===== src/sv/alarm_window_evaluator_macros.svh =====
// Assertion helpers for the alarm window evaluator.
// Every macro samples on the rising edge of clk and is switched off while arst_n is low.
`ifndef ALARM_WINDOW_EVALUATOR_MACROS_SVH
`define ALARM_WINDOW_EVALUATOR_MACROS_SVH

`ifndef SYNTH

// Same-cycle implication.
`define AWE_ASSERT_IMP(lbl, ante, cons) \
	lbl: assert property (@(posedge clk) disable iff (!arst_n) (ante) |-> (cons)) \
		else $error("alarm window evaluator: assertion failed");

// Next-cycle implication.
`define AWE_ASSERT_NEXT(lbl, ante, cons) \
	lbl: assert property (@(posedge clk) disable iff (!arst_n) (ante) |=> (cons)) \
		else $error("alarm window evaluator: assertion failed");

`else

`define AWE_ASSERT_IMP(lbl, ante, cons)
`define AWE_ASSERT_NEXT(lbl, ante, cons)

`endif

`endif


===== src/sv/awe_pkg.sv =====
`timescale 1ns / 1ps
`default_nettype none

package awe_pkg;

	// Default table depth.
	localparam int MAX_ENTRIES_DEF = 8;

	// Width of the entry counter and of the alarm_count register.
	localparam int CNT_W = 4;

	localparam int DATE_W = 16;
	localparam int TIME_W = 17;

	// One date-time bound, packed in the same order as the stored word.
	typedef struct packed {
		logic [6:0] year;
		logic [3:0] month;
		logic [4:0] day;
		logic [4:0] hour;
		logic [5:0] minute;
		logic [5:0] second;
	} bound_t;

	// Operation codes. The fourth code is unused and is answered with both flags low.
	typedef enum logic [1:0] {
		OP_EVAL     = 2'd0,
		OP_WR_START = 2'd1,
		OP_WR_END   = 2'd2
	} op_t;

	typedef enum logic [1:0] {
		ST_IDLE,
		ST_SCAN,
		ST_DRAIN,
		ST_RESULT
	} state_t;

	function automatic logic [DATE_W-1:0] date_of(input bound_t b);
		return {b.year, b.month, b.day};
	endfunction

	function automatic logic [TIME_W-1:0] time_of(input bound_t b);
		return {b.hour, b.minute, b.second};
	endfunction

endpackage

`default_nettype wire


===== src/sv/awe_if.sv =====
`timescale 1ns / 1ps
`default_nettype none

// Input channel: one beat is one operation with its date-time fields.
interface awe_item_if;
	logic       valid;
	logic       ready;
	logic [1:0] operation;
	logic [2:0] entry_index;
	logic [6:0] year;
	logic [3:0] month;
	logic [4:0] day;
	logic [4:0] hour;
	logic [5:0] minute;
	logic [5:0] second;

	modport source (
		output valid, operation, entry_index, year, month, day, hour, minute, second,
		input  ready
	);
	modport sink (
		input  valid, operation, entry_index, year, month, day, hour, minute, second,
		output ready
	);
endinterface

// Result channel: one beat per accepted operation.
interface awe_result_if;
	logic valid;
	logic ready;
	logic alarm_active;
	logic write_done;

	modport source (
		output valid, alarm_active, write_done,
		input  ready
	);
	modport sink (
		input  valid, alarm_active, write_done,
		output ready
	);
endinterface

`default_nettype wire


===== src/sv/awe_match.sv =====
`timescale 1ns / 1ps
`default_nettype none

// Decides whether one alarm window covers the given date-time.
module awe_match (
	input  awe_pkg::bound_t start_bound,
	input  awe_pkg::bound_t end_bound,
	input  awe_pkg::bound_t now,
	output logic            covers
);
	import awe_pkg::*;

	logic [DATE_W-1:0] sd, ed, nd;
	logic [TIME_W-1:0] st, et, nt;

	assign sd = date_of(start_bound);
	assign ed = date_of(end_bound);
	assign nd = date_of(now);
	assign st = time_of(start_bound);
	assign et = time_of(end_bound);
	assign nt = time_of(now);

	always_comb begin
		priority if (sd == '0) begin
			// Daily window; a start later than the end wraps past midnight.
			if (st > et) begin
				covers = (nt >= st) || (nt <= et);
			end else begin
				covers = (nt >= st) && (nt < et);
			end
		end else if (sd == nd) begin
			covers = (nt >= st) && ((ed != nd) || (nt < et));
		end else if (ed == nd) begin
			covers = nt < et;
		end else begin
			covers = (nd >= sd) && (nd < ed);
		end
	end

endmodule

`default_nettype wire


===== src/sv/alarm_window_evaluator.sv =====
// Alarm window evaluator: a write beat's result beat is registered and appears the next cycle.
// An evaluate beat scans n entries at one per cycle from the bound memories, then goes through
// the drain state (skipped when n is 0) to the result state, n being alarm_count capped at the
// table depth; the next beat is taken after that. Throughput is bounded by the single read port
// of the bound memories. arst_n clears the control state, alarm_count and the per-entry valid
// bits, so every bound reads as zero until it is written.
`timescale 1ns / 1ps
`default_nettype none

`include "alarm_window_evaluator_macros.svh"

module alarm_window_evaluator #(
	parameter int MAX_ENTRIES = awe_pkg::MAX_ENTRIES_DEF
) (
	input  logic                     clk,
	input  logic                     arst_n,
	input  logic                     alarm_count_we,
	input  logic [awe_pkg::CNT_W-1:0] alarm_count_wdata,
	awe_item_if.sink                 item,
	awe_result_if.source             result
);
	import awe_pkg::*;

	localparam int IDX_W = (MAX_ENTRIES > 1) ? $clog2(MAX_ENTRIES) : 1;

	// ------------------------------------------------------------------
	// Configuration register and its saturated entry count.
	// ------------------------------------------------------------------
	logic [CNT_W-1:0] alarm_count_q;
	logic [CNT_W-1:0] n_sat;

	always_ff @(posedge clk or negedge arst_n) begin
		if (!arst_n) begin
			alarm_count_q <= '0;
		end else if (alarm_count_we) begin
			alarm_count_q <= alarm_count_wdata;
		end
	end

	// Counts above the table depth scan the whole table.
	assign n_sat = (32'(alarm_count_q) > MAX_ENTRIES) ? CNT_W'(MAX_ENTRIES) : alarm_count_q;

	// ------------------------------------------------------------------
	// Input beat decode.
	// ------------------------------------------------------------------
	state_t           state_q, state_d;
	logic             item_acc;
	logic             eval_acc;
	logic             wr_acc;
	logic             out_free;
	logic             wr_in_range;
	logic [IDX_W-1:0] wr_addr;
	bound_t           in_bound;

	assign in_bound = '{
		year:   item.year,
		month:  item.month,
		day:    item.day,
		hour:   item.hour,
		minute: item.minute,
		second: item.second
	};

	assign item_acc    = item.valid && item.ready;
	assign eval_acc    = item_acc && (op_t'(item.operation) == OP_EVAL);
	assign wr_acc      = item_acc && (op_t'(item.operation) == OP_WR_START ||
		op_t'(item.operation) == OP_WR_END);
	assign wr_in_range = 32'(item.entry_index) < MAX_ENTRIES;
	assign wr_addr     = IDX_W'(item.entry_index);

	// The result register is free when empty or when its beat leaves this cycle.
	assign out_free = !result.valid || result.ready;

	// ------------------------------------------------------------------
	// Scan registers.
	// ------------------------------------------------------------------
	logic [CNT_W-1:0] idx_q;
	logic [CNT_W-1:0] n_q;
	bound_t           now_q;
	logic             hit_q;
	logic             last_entry;

	assign last_entry = (idx_q == (n_q - CNT_W'(1)));

	// ------------------------------------------------------------------
	// State machine: next state.
	// ------------------------------------------------------------------
	always_comb begin
		state_d = state_q;
		unique case (state_q)
			ST_IDLE: begin
				if (eval_acc) begin
					// An empty scan goes straight to the result.
					state_d = (n_sat == '0) ? ST_RESULT : ST_SCAN;
				end
			end
			ST_SCAN: begin
				if (last_entry) begin
					state_d = ST_DRAIN;
				end
			end
			ST_DRAIN: begin
				state_d = ST_RESULT;
			end
			ST_RESULT: begin
				if (out_free) begin
					state_d = ST_IDLE;
				end
			end
			default: begin
				state_d = ST_IDLE;
			end
		endcase
	end

	// ------------------------------------------------------------------
	// State machine: outputs.
	// ------------------------------------------------------------------
	logic start_we;
	logic end_we;
	logic rd_en;
	logic eval_start;
	logic res_load;
	logic res_active_d;
	logic res_done_d;

	always_comb begin
		item.ready   = 1'b0;
		start_we     = 1'b0;
		end_we       = 1'b0;
		rd_en        = 1'b0;
		eval_start   = 1'b0;
		res_load     = 1'b0;
		res_active_d = 1'b0;
		res_done_d   = 1'b0;
		unique case (state_q)
			ST_IDLE: begin
				item.ready = out_free;
				// A beat is taken here exactly when it is offered and the result is free.
				if (item.valid && out_free) begin
					unique case (op_t'(item.operation))
						OP_EVAL: begin
							eval_start = 1'b1;
						end
						OP_WR_START: begin
							start_we   = wr_in_range;
							res_load   = 1'b1;
							res_done_d = 1'b1;
						end
						OP_WR_END: begin
							end_we     = wr_in_range;
							res_load   = 1'b1;
							res_done_d = 1'b1;
						end
						default: begin
							// Unused operation code: answer with both flags low.
							res_load = 1'b1;
						end
					endcase
				end
			end
			ST_SCAN: begin
				rd_en = 1'b1;
			end
			ST_DRAIN: begin
				// The last entry read is being compared this cycle.
			end
			ST_RESULT: begin
				res_load     = out_free;
				res_active_d = hit_q;
			end
			default: begin
			end
		endcase
	end

	always_ff @(posedge clk or negedge arst_n) begin
		if (!arst_n) begin
			state_q <= ST_IDLE;
		end else begin
			state_q <= state_d;
		end
	end

	always_ff @(posedge clk or negedge arst_n) begin
		if (!arst_n) begin
			idx_q <= '0;
			n_q   <= '0;
		end else if (eval_start) begin
			idx_q <= '0;
			n_q   <= n_sat;
		end else if (rd_en) begin
			idx_q <= idx_q + CNT_W'(1);
		end
	end

	always_ff @(posedge clk) begin
		if (eval_start) begin
			now_q <= in_bound;
		end
	end

	// ------------------------------------------------------------------
	// Bound memories. Writes are only taken in the idle state and reads
	// only during a scan, so the two never meet on the same entry and no
	// forwarding is needed. Valid bits stand in for the reset to zero.
	// ------------------------------------------------------------------
	bound_t           start_mem [MAX_ENTRIES];
	bound_t           end_mem   [MAX_ENTRIES];
	logic [MAX_ENTRIES-1:0] start_vld_q;
	logic [MAX_ENTRIES-1:0] end_vld_q;
	logic [IDX_W-1:0] rd_addr;

	bound_t start_raw_s1;
	bound_t end_raw_s1;
	logic   start_ok_s1;
	logic   end_ok_s1;
	logic   rd_vld_s1;

	assign rd_addr = IDX_W'(idx_q);

	always_ff @(posedge clk) begin
		if (start_we) begin
			start_mem[wr_addr] <= in_bound;
		end
		if (end_we) begin
			end_mem[wr_addr] <= in_bound;
		end
		if (rd_en) begin
			start_raw_s1 <= start_mem[rd_addr];
			end_raw_s1   <= end_mem[rd_addr];
		end
	end

	always_ff @(posedge clk or negedge arst_n) begin
		if (!arst_n) begin
			start_vld_q <= '0;
			end_vld_q   <= '0;
			start_ok_s1 <= 1'b0;
			end_ok_s1   <= 1'b0;
			rd_vld_s1   <= 1'b0;
		end else begin
			if (start_we) begin
				start_vld_q[wr_addr] <= 1'b1;
			end
			if (end_we) begin
				end_vld_q[wr_addr] <= 1'b1;
			end
			if (rd_en) begin
				start_ok_s1 <= start_vld_q[rd_addr];
				end_ok_s1   <= end_vld_q[rd_addr];
			end
			rd_vld_s1 <= rd_en;
		end
	end

	// ------------------------------------------------------------------
	// Window check on the entry read last cycle, folded into hit_q.
	// ------------------------------------------------------------------
	bound_t start_eff;
	bound_t end_eff;
	logic   covers;

	assign start_eff = start_ok_s1 ? start_raw_s1 : '0;
	assign end_eff   = end_ok_s1   ? end_raw_s1   : '0;

	awe_match u_match (
		.start_bound (start_eff),
		.end_bound   (end_eff),
		.now         (now_q),
		.covers      (covers)
	);

	always_ff @(posedge clk or negedge arst_n) begin
		if (!arst_n) begin
			hit_q <= 1'b0;
		end else if (eval_start) begin
			hit_q <= 1'b0;
		end else if (rd_vld_s1 && covers) begin
			hit_q <= 1'b1;
		end
	end

	// ------------------------------------------------------------------
	// Result register: holds one beat so a waiting sink never stalls
	// the write path more than the handshake requires.
	// ------------------------------------------------------------------
	logic res_vld_q;
	logic res_active_q;
	logic res_done_q;

	always_ff @(posedge clk or negedge arst_n) begin
		if (!arst_n) begin
			res_vld_q <= 1'b0;
		end else if (res_load) begin
			res_vld_q <= 1'b1;
		end else if (result.ready) begin
			res_vld_q <= 1'b0;
		end
	end

	always_ff @(posedge clk) begin
		if (res_load) begin
			res_active_q <= res_active_d;
			res_done_q   <= res_done_d;
		end
	end

	assign result.valid        = res_vld_q;
	assign result.alarm_active = res_active_q;
	assign result.write_done   = res_done_q;

	// ------------------------------------------------------------------
	// Assertions.
	// ------------------------------------------------------------------
	`AWE_ASSERT_NEXT(a_write_acked, wr_acc, result.valid && result.write_done && !result.alarm_active)
	`AWE_ASSERT_IMP(a_scan_in_range, state_q == ST_SCAN, idx_q < n_q)
	`AWE_ASSERT_NEXT(a_empty_scan, eval_acc && n_sat == '0, state_q == ST_RESULT && !hit_q)
	`AWE_ASSERT_IMP(a_no_stray_read, state_q == ST_IDLE || state_q == ST_RESULT, !rd_vld_s1)

endmodule

`default_nettype wire

===== src/flat_wrapper.sv =====
// flat-port wrapper written by rule: the top's interface ports become plain ports
module alarm_window_evaluator_flat import awe_pkg::*;
#(
	parameter int MAX_ENTRIES = awe_pkg::MAX_ENTRIES_DEF
)
  (clk, arst_n, alarm_count_we, alarm_count_wdata, item_valid, item_operation, item_entry_index, item_year, item_month, item_day, item_hour, item_minute, item_second, item_ready, result_valid, result_alarm_active, result_write_done, result_ready);
  awe_item_if item_i ();
  awe_result_if result_i ();
  input  logic clk;
  input  logic arst_n;
  input  logic alarm_count_we;
  input  logic [awe_pkg::CNT_W-1:0] alarm_count_wdata;
  input wire logic [$bits(item_i.valid)-1:0] item_valid;
  input wire logic [$bits(item_i.operation)-1:0] item_operation;
  input wire logic [$bits(item_i.entry_index)-1:0] item_entry_index;
  input wire logic [$bits(item_i.year)-1:0] item_year;
  input wire logic [$bits(item_i.month)-1:0] item_month;
  input wire logic [$bits(item_i.day)-1:0] item_day;
  input wire logic [$bits(item_i.hour)-1:0] item_hour;
  input wire logic [$bits(item_i.minute)-1:0] item_minute;
  input wire logic [$bits(item_i.second)-1:0] item_second;
  output wire logic [$bits(item_i.ready)-1:0] item_ready;
  output wire logic [$bits(result_i.valid)-1:0] result_valid;
  output wire logic [$bits(result_i.alarm_active)-1:0] result_alarm_active;
  output wire logic [$bits(result_i.write_done)-1:0] result_write_done;
  input wire logic [$bits(result_i.ready)-1:0] result_ready;
  assign item_i.valid = item_valid;
  assign item_i.operation = item_operation;
  assign item_i.entry_index = item_entry_index;
  assign item_i.year = item_year;
  assign item_i.month = item_month;
  assign item_i.day = item_day;
  assign item_i.hour = item_hour;
  assign item_i.minute = item_minute;
  assign item_i.second = item_second;
  assign item_ready = item_i.ready;
  assign result_valid = result_i.valid;
  assign result_alarm_active = result_i.alarm_active;
  assign result_write_done = result_i.write_done;
  assign result_i.ready = result_ready;
  alarm_window_evaluator #(.MAX_ENTRIES(MAX_ENTRIES)) u_core (.clk(clk), .arst_n(arst_n), .alarm_count_we(alarm_count_we), .alarm_count_wdata(alarm_count_wdata), .item(item_i), .result(result_i));
endmodule

===== config.mk =====
export PLATFORM = sky130hd
export DESIGN_NAME = alarm_window_evaluator_flat
export DESIGN_NICKNAME = d
export VERILOG_FILES = /design/src/sv/awe_pkg.sv /design/src/sv/awe_if.sv /design/src/sv/awe_match.sv /design/src/sv/alarm_window_evaluator.sv /design/src/flat_wrapper.sv
export VERILOG_INCLUDE_DIRS = /design/src /design/src/sv
export SDC_FILE = /design/constraint.sdc
export NUM_CORES = 1
export LEC_CHECK = 0
export ABC_CLOCK_PERIOD_IN_PS = 9260
export BUFFER_PORTS_ARGS = -buffer_cell sky130_fd_sc_hd__buf_2
export CAP_MARGIN = 10
export CORE_MARGIN = 2
export CORE_UTILIZATION = 61
export CTS_BUF_LIST = sky130_fd_sc_hd__clkbuf_4
export CTS_CLUSTER_SIZE = 40
export DETAILED_ROUTE_END_ITERATION = 16
export PLACE_DENSITY_LB_ADDON = 0.3
export SLEW_MARGIN = 40
export SYNTH_ARGS = -nofsm -noshare
export SYNTH_HDL_FRONTEND = slang
export SYNTH_SLANG_ARGS = --single-unit

===== constraint.sdc =====
create_clock -name clk -period 9.26 [get_ports clk]
set_input_delay 0.463 -clock clk [delete_from_list [all_inputs] [get_ports clk]]
set_output_delay 0.463 -clock clk [all_outputs]
set_load 0.02 [all_outputs]

==> results by group, run 1 <==
Status
  – Status: completed

Synth
  – Yosys cell types: 46
  – Post-synth EDFFs: 629
  – Seq cells post-synth: 664
  – Yosys warns: 0
  – Net Count, Synth: 1,478
  – Ys flop type: edfxtp_1
  – Syn avg cell area: 20.0 um^2
  – Sequential share of the synthesized area: 0.740
  – Post-Synthesis Cells: 1,339
  – Async SR Flop Fraction: 0.0527
  – Mapped Area: 26,700 um^2

Global route
  – Met2 Resource Use GR: 0.388
  – First-pass GRT wire length: 83.1 mm
  – Vias in the first global route: 14,200
  – Largest net degree at the start of global routing: 75
  – Initial antenna violation count: 2
  – GRT Max-Usage Layer: met2
  – GR Util All Layers: 0.254
  – GRT overflow: 0
  – Met1 usage: 0.365
  – Met3 global-route usage: 0.0587

Critical path
  – Setup crit start kind: flip-flop
  – Worst Setup Path Type: flip-flop to flip-flop
  – WP data required: 9990 ps
  – Max Fanout on Critical Path: 34
  – WP data arrival: 3740 ps
  – Crit. End Element: flip-flop
  – Reg2Reg Setup Slack: 6240 ps

Timing
  – Minimum clock period: 3020 ps
  – Setup TNS: 0 ps
  – Worst Skew: 47.0 ps
  – Highest clock rate: 332 MHz
  – Max_slew headroom: 0.460
  – Fin. Hold Viols: 0
  – Slew Limit Fails: 0
  – Hold WS: 96.9 ps
  – RSZ-0062 raised after global routing: no
  – Worst Max-Slew Pin Slew: 810 ps
  – Tcrit/Tclk final: 0.326
  – # setup viols final: 0

Place
  – Dpl hpwl: 28.3 mm
  – Port-buffer cells: 50
  – Final Wtd Congestion: 0.826
  – Placed cells: 1,951

Pwr
  – Sequential share of power: 0.457
  – Sw power: 2450 uW
  – Pleak: 0.0105 uW
  – Clock Power Share: 0.276
  – Internal power: 6000 uW
  – Worst IR Drop VDD: 0.000320 V
  – Pwr/cell area: 279 nW/um^2
  – Comb power frac: 0.267
  – Switch share: 0.290
  – Total chip power: 8450 uW

Detailed routing
  – Avg WL per Cell: 24.1 um
  – First drt pass iteration count: 5
  – Via density: 6.05
  – Via count: 13,700
  – Antenna Nets Post-Route: 0
  – DRC: 0
  – Initial drt markers: 1,340
  – Total wire length: 54.6 mm

Layout
  – Proportion of layout cells with a drive suffix above 1: 0.326
  – Area taken by flip-flops and latches: 19,800 um^2
  – Fill cells: 2,682
  – Synth-to-layout area growth: 13.2%
  – Multi-input gate area: 6670 um^2
  – Layout net count: 1,708
  – Non-Filler Instances: 2,271
  – Final core occ: 0.701

Clock tree
  – Root Buffer: clkbuf_4
  – Htree depth: 4
  – Number of clock sinks: 664
  – CTS tree: yes
  – CTS buffer count: 157
  – Clock buffer depth: 3
  – Post-CTS Resized: 0
  – Clock latency at the later pin of the worst-skew pair: 860 ps
  – Worst-path clk slew: 70 ps

Min path
  – Min-delay worst type: primary input to async pin

Run
  – Max_cap viols: 0

Die
  – Die width: 213 um
  – Starting Density: 0.619
  – Floorplan row count: 76
  – Number of I/O pins: 51
  – Core ar.: 43,200 um^2
  – Die H: 213 um
  – Die area: 45,500 um^2
[path summary, 6_finish.rpt]
kind / startpoint / to / cells past startpoint
worst min register to register: u_core.end_vld_q[6] / u_core.end_vld_q[6] / 1
min in group clk: item_operation[1] / u_core.result.write_done / 4
worst max-delay path: u_core.end_ok_s1 / u_core.hit_q / 10
max in group asynchronous: arst_n / u_core.idx_q[2] / 2
worst max register to register: u_core.end_ok_s1 / u_core.hit_q / 10
worst min-delay path: arst_n / u_core.end_vld_q[3] / 2
[cell type report]
cell class / count / share of cell area
Antenna cell: 1 / 0.0000827
Clock buffer: 212 / 0.0526
Clock inverter: 63 / 0.0136
Inverter: 31 / 0.00393
Multi-Input combinational cell: 595 / 0.221
Sequential cell: 664 / 0.654
Tap cell: 585 / 0.0242
Timing Repair Buffer: 120 / 0.0311
[state kept, by name (all words and copies together), names as in the netlist]
name,count
u_core.end_mem,264
u_core.start_mem,264
u_core.end_raw_s1,33
u_core.now_q,33
u_core.start_raw_s1,33
u_core.end_vld_q,8
u_core.start_vld_q,8
u_core.alarm_count_q,4
u_core.idx_q,4
u_core.n_q,4
u_core.state_q,2
u_core.end_ok_s1,1
u_core.hit_q,1
u_core.rd_vld_s1,1
u_core.result.alarm_active,1
u_core.result.valid,1
u_core.result.write_done,1
u_core.start_ok_s1,1
[cell families (layout without fill, tap and decap cells)]
logic type | count (synthesis) | count (layout) | share of synthesized area
xor+xnor | 9 | 9 | 0.00295
simple gates | 204 | 204 | 0.0356
compound gates | 80 | 80 | 0.0178
other cells | 0 | 1 | 0
buf+inv | 80 | 426 | 0.0152
flops | 664 | 664 | 0.740
fa+ha+maj | 92 | 92 | 0.0431
mux | 210 | 210 | 0.146
[Yosys cell counts, types with 9 or more instances]
cell type    n  area (um^2)
inv_1       31          116
ha_1        92         1150
nand3_1      9         45.0
o21ai_0     18         90.1
dfrtp_1     35          876
mux2_2      70          788
clkbuf_1    23         86.3
nor2_1      33          124
nand4_1     13         81.3
mux4_2     136         3060
nand2_1     95          357
a21oi_1     36          180
edfxtp_1   629        18900
buf_6       13          146
or2_2       16          100
[cells in the final DEF, fill, tap and decap left out, drive strengths merged, types with 2 or more instances in the layout]
master       count
nand2b           3
mux4           136
and4             4
clkbuf         212
and2             6
clkinv          52
mux2i            4
nand2           95
nor3             8
buf             76
a21oi           36
nand3b           4
a21o             3
edfxtp         629
nand4           13
inv             34
clkinvlp         2
nor2            33
and3             3
xnor2            3
bufinv           6
mux2            70
o21ai           18
dfrtp           35
a221oi           2
xor2             6
dlygate4sd3     44
nor4             7
or2             16
nor2b            2
a211oi           4
nand3            9
o211ai           4
ha              92
[critical path, stage by stage (launching register included)]
cell	delay, ps
dfrtp_1	320
buf_4	400
nand2_1	160
ha_1	330
nand2_1	100
nor4_1	580
o41ai_1	230
nand2_1	240
o21ai_0	190
a21oi_1	180
o22ai_1	110
[timing repair]
action                                 CTS  global route
buffers inserted                         0             0
endpoints found under the hold margin  601             0
hold buffers                            44             0
[power groups by stage]
| stage | Clock (uW) | Combinational (uW) | Sequential [uW] |
|---|---|---|---|
| 2_1_floorplan | 0 | 1790 | 3790 |
| 4_1_cts | 2390 | 2270 | 3860 |
| 3_5_place_dp | 0 | 2240 | 3920 |
| 3_3_place_gp | 0 | 2050 | 4010 |
| 5_1_grt | 2550 | 2470 | 3880 |
| 6_report | 2340 | 2250 | 3860 |
[metrics by stage]
stage	cell area (um^2)	worst slack, ps
after floorplan	26700	5210
after global placement	27700	5980
after detailed placement	27800	6290
after CTS	30200	6250
after global routing	30200	6060
final	30200	6240
[metal layers]
layer	routed length, um	vias to the layer above	share of wire
met5	8	-	0.00015
met4	1060	2	0.019
met3	4780	85	0.088
met2	26100	670	0.48
met1	22700	7011	0.42
li1	-	5970	-
Power figures use the tool's default switching activity.
==> run 2: changes to the inputs <==
--- a/config.mk
+++ b/config.mk
@@ -6,11 +6,11 @@
 export SDC_FILE = /design/constraint.sdc
 export NUM_CORES = 1
 export LEC_CHECK = 0
-export ABC_CLOCK_PERIOD_IN_PS = 9260
+export ABC_CLOCK_PERIOD_IN_PS = 2550
 export BUFFER_PORTS_ARGS = -buffer_cell sky130_fd_sc_hd__buf_2
 export CAP_MARGIN = 10
 export CORE_MARGIN = 2
-export CORE_UTILIZATION = 61
+export CORE_UTILIZATION = 59
 export CTS_BUF_LIST = sky130_fd_sc_hd__clkbuf_4
 export CTS_CLUSTER_SIZE = 40
 export DETAILED_ROUTE_END_ITERATION = 16
==> constraint.sdc (replaced) <==
create_clock -name clk -period 2.55 [get_ports clk]
set_input_delay 0.1275 -clock clk [delete_from_list [all_inputs] [get_ports clk]]
set_output_delay 0.1275 -clock clk [all_outputs]
set_load 0.02 [all_outputs]
==> results by group, run 2 (same netlist as run 1, synthesis figures left out) <==
Critical path
  – Reg2reg end: u_core.hit_q
  – WP data arrival: 3360 ps (-380 ps)
  – Slowest CP cell: o41ai_1
  – Critical Path, Cell by Cell: buf_12, nand2_1, ha_1, a21oi_1, a211oi_1, o41ai_1, nand2_1, a211oi_1, o2bb2ai_1, o22ai_1
  – Crit. End Element: flip-flop
  – Critical path's largest stage delay: 410 ps (-170 ps)
  – Crit path to: u_core.hit_q
  – R2r worst-path depth: 10 (unchanged)
  – Worst Setup SP: u_core.end_ok_s1
  – Max Fanout on Critical Path: 17 (-50%)
  – Worst Setup Path Type: flip-flop to flip-flop
  – Reg2Reg Setup Slack: 50 ps (-6190 ps)
  – Reg2reg start: u_core.end_ok_s1
  – WP data required: 3410 ps (-6580 ps)
  – Setup crit start kind: flip-flop

Clock tree
  – Number of clock sinks: 664 (unchanged)
  – CTS tree: yes
  – Htree depth: 4 (unchanged)
  – Worst-path clk slew: 70 ps (about the same)
  – Clock latency at the later pin of the worst-skew pair: 970 ps (+110 ps)
  – Root Buffer: clkbuf_4
  – CTS buffer count: 163 (+3.8%)
  – Clock buffer depth: 3 (unchanged)

Global route
  – Largest net degree at the start of global routing: 38 (-49%)
  – Met1 usage: 0.366 (+0.00186)
  – Initial antenna violation count: 3 (+1)
  – Met2 Resource Use GR: 0.392 (+0.00372)
  – GRT overflow: 0 (unchanged)
  – Met3 global-route usage: 0.0651 (+0.00644)
  – Vias in the first global route: 14,800 (+4.4%)
  – GR Util All Layers: 0.257 (+0.00263)
  – First-pass GRT wire length: 87.5 mm (+5.3%)
  – GRT Max-Usage Layer: met2

Die
  – Starting Density: 0.602 (-0.0173)
  – Die area: 47,000 um^2 (+3.3%)
  – Die width: 217 um (+1.6%)
  – Number of I/O pins: 51 (unchanged)
  – Core ar.: 44,400 um^2 (+2.9%)
  – Die H: 217 um (+1.6%)
  – Floorplan row count: 77 (+1.3%)

Timing
  – # setup viols final: 0 (unchanged)
  – Worst Skew: 44.7 ps (-2.24 ps)
  – Slew Limit Fails: 0 (unchanged)
  – Fin. Hold Viols: 0 (unchanged)
  – Setup TNS: 0 ps (unchanged)
  – Max_slew headroom: 0.664 (+0.204)
  – Tcrit/Tclk final: 0.980 (+0.654)
  – Minimum clock period: 2500 ps (-516 ps)
  – Highest clock rate: 400 MHz (+21%)
  – Worst Max-Slew Pin Slew: 505 ps (-306 ps)

Run
  – Max_cap viols: 0 (unchanged)

Layout
  – Final core occ: 0.703 (+0.00221)
  – Multi-input gate area: 6710 um^2 (+0.64%)
  – Commonest cells after routing, fill and taps aside: edfxtp_1, clkbuf_4, mux4_2
  – Layout net count: 1,786 (+4.6%)
  – Proportion of layout cells with a drive suffix above 1: 0.336 (+0.00939)
  – Most common cell after layout, fill and taps aside: edfxtp_1
  – Regs by FF count: u_core.end_mem x264, u_core.start_mem x264
  – Synth-to-layout area growth: 16.8%
  – Fill cells: 2,742 (+2.2%)
  – Area taken by flip-flops and latches: 19,800 um^2 (about the same)

Pwr
  – Pleak: 0.0109 uW (+4.1%)
  – Total chip power: 31,200 uW (+270%)
  – Worst IR Drop VDD: 0.000455 V (+42%)
  – Pwr/cell area: 1000 nW/um^2 (+260%)

Detailed routing
  – Via count: 14,200 (+3.1%)
  – Initial drt markers: 1,374 (+2.5%)
  – Total wire length: 56.8 mm (+4.0%)
  – DRC: 0 (unchanged)
  – Avg WL per Cell: 24.2 um (+0.59%)
  – First drt pass iteration count: 5 (unchanged)
  – Via density: 6.03 (-0.28%)
  – Antenna Nets Post-Route: 0 (unchanged)

Place
  – Dpl hpwl: 32.9 mm (+16%)
  – Final Wtd Congestion: 0.880 (+6.5%)
  – Port-buffer cells: 50 (unchanged)

Status
  – Status: completed

Min path
  – Min-delay worst type: primary input to flip-flop
run 2: through the flow:
step           setup WS [ps]  std cells  hold WS (ps)  instance area, um^2
6_report                50.9       2348           114                31200
4_1_cts                 39.8       2346         0.155                31200
3_3_place_gp             141       1989           267                28400
3_5_place_dp            56.5       1989           265                28400
5_1_grt                -21.6       2347          44.8                31200
2_1_floorplan           -378       1339          -168                26800
run 2: what timing repair did:
action / 4_1_cts / 5_1_grt
setup buffers: 0 / 0
setup endpoints to repair: 0 / 1
resized for setup: 0 / 3
hold buffers: 85 / 0
hold endpoints to repair: 938 / 0
run 2: layer usage:
layer | vias up | share of wire
li1 | 6137 | -
met1 | 7229 | 0.42
met2 | 705 | 0.47
met3 | 93 | 0.084
met4 | 0 | 0.020
met5 | - | 0
run 2: worst max-delay path: cells and delay by family (launching register included):
kind / cells / cell delay (ps)
AOI/OAI and AO/OA: 6 / 1270
DFF: 1 / 390
adders and majority gates: 1 / 320
and+or+nand+nor: 2 / 270
buffers and inverters: 1 / 160
run 2: layout make-up:
type,count,share of cell area
antenna,2,0.000160
clock buffer,219,0.0527
clock inverter,53,0.0109
inverter,31,0.00373
multi-input combinational,595,0.215
sequential,664,0.634
tap,592,0.0237
timing repair buffer,192,0.0601
run 2: report_power, final:
part / total, uW / switching (uW) / leakage, uW / internal (uW)
clock: 8520 / 4060 / 0.00117 / 4460
sequential: 14100 / 789 / 0.00614 / 13300
combinational: 8660 / 4290 / 0.00358 / 4360
run 2: worst min path at each step:
stage	from	slack [ps]	end	cells after the start
3_5_place_dp	arst_n	260	u_core.alarm_count_q[2]	1
6_report	item_operation[0]	110	u_core.end_mem[1][22]	5
4_1_cts	item_minute[2]	0.2	u_core.start_mem[1][8]	2
5_1_grt	item_hour[4]	40	u_core.now_q[16]	2
3_3_place_gp	arst_n	270	u_core.alarm_count_q[3]	1
2_1_floorplan	arst_n	-170	u_core.alarm_count_q[0]	0
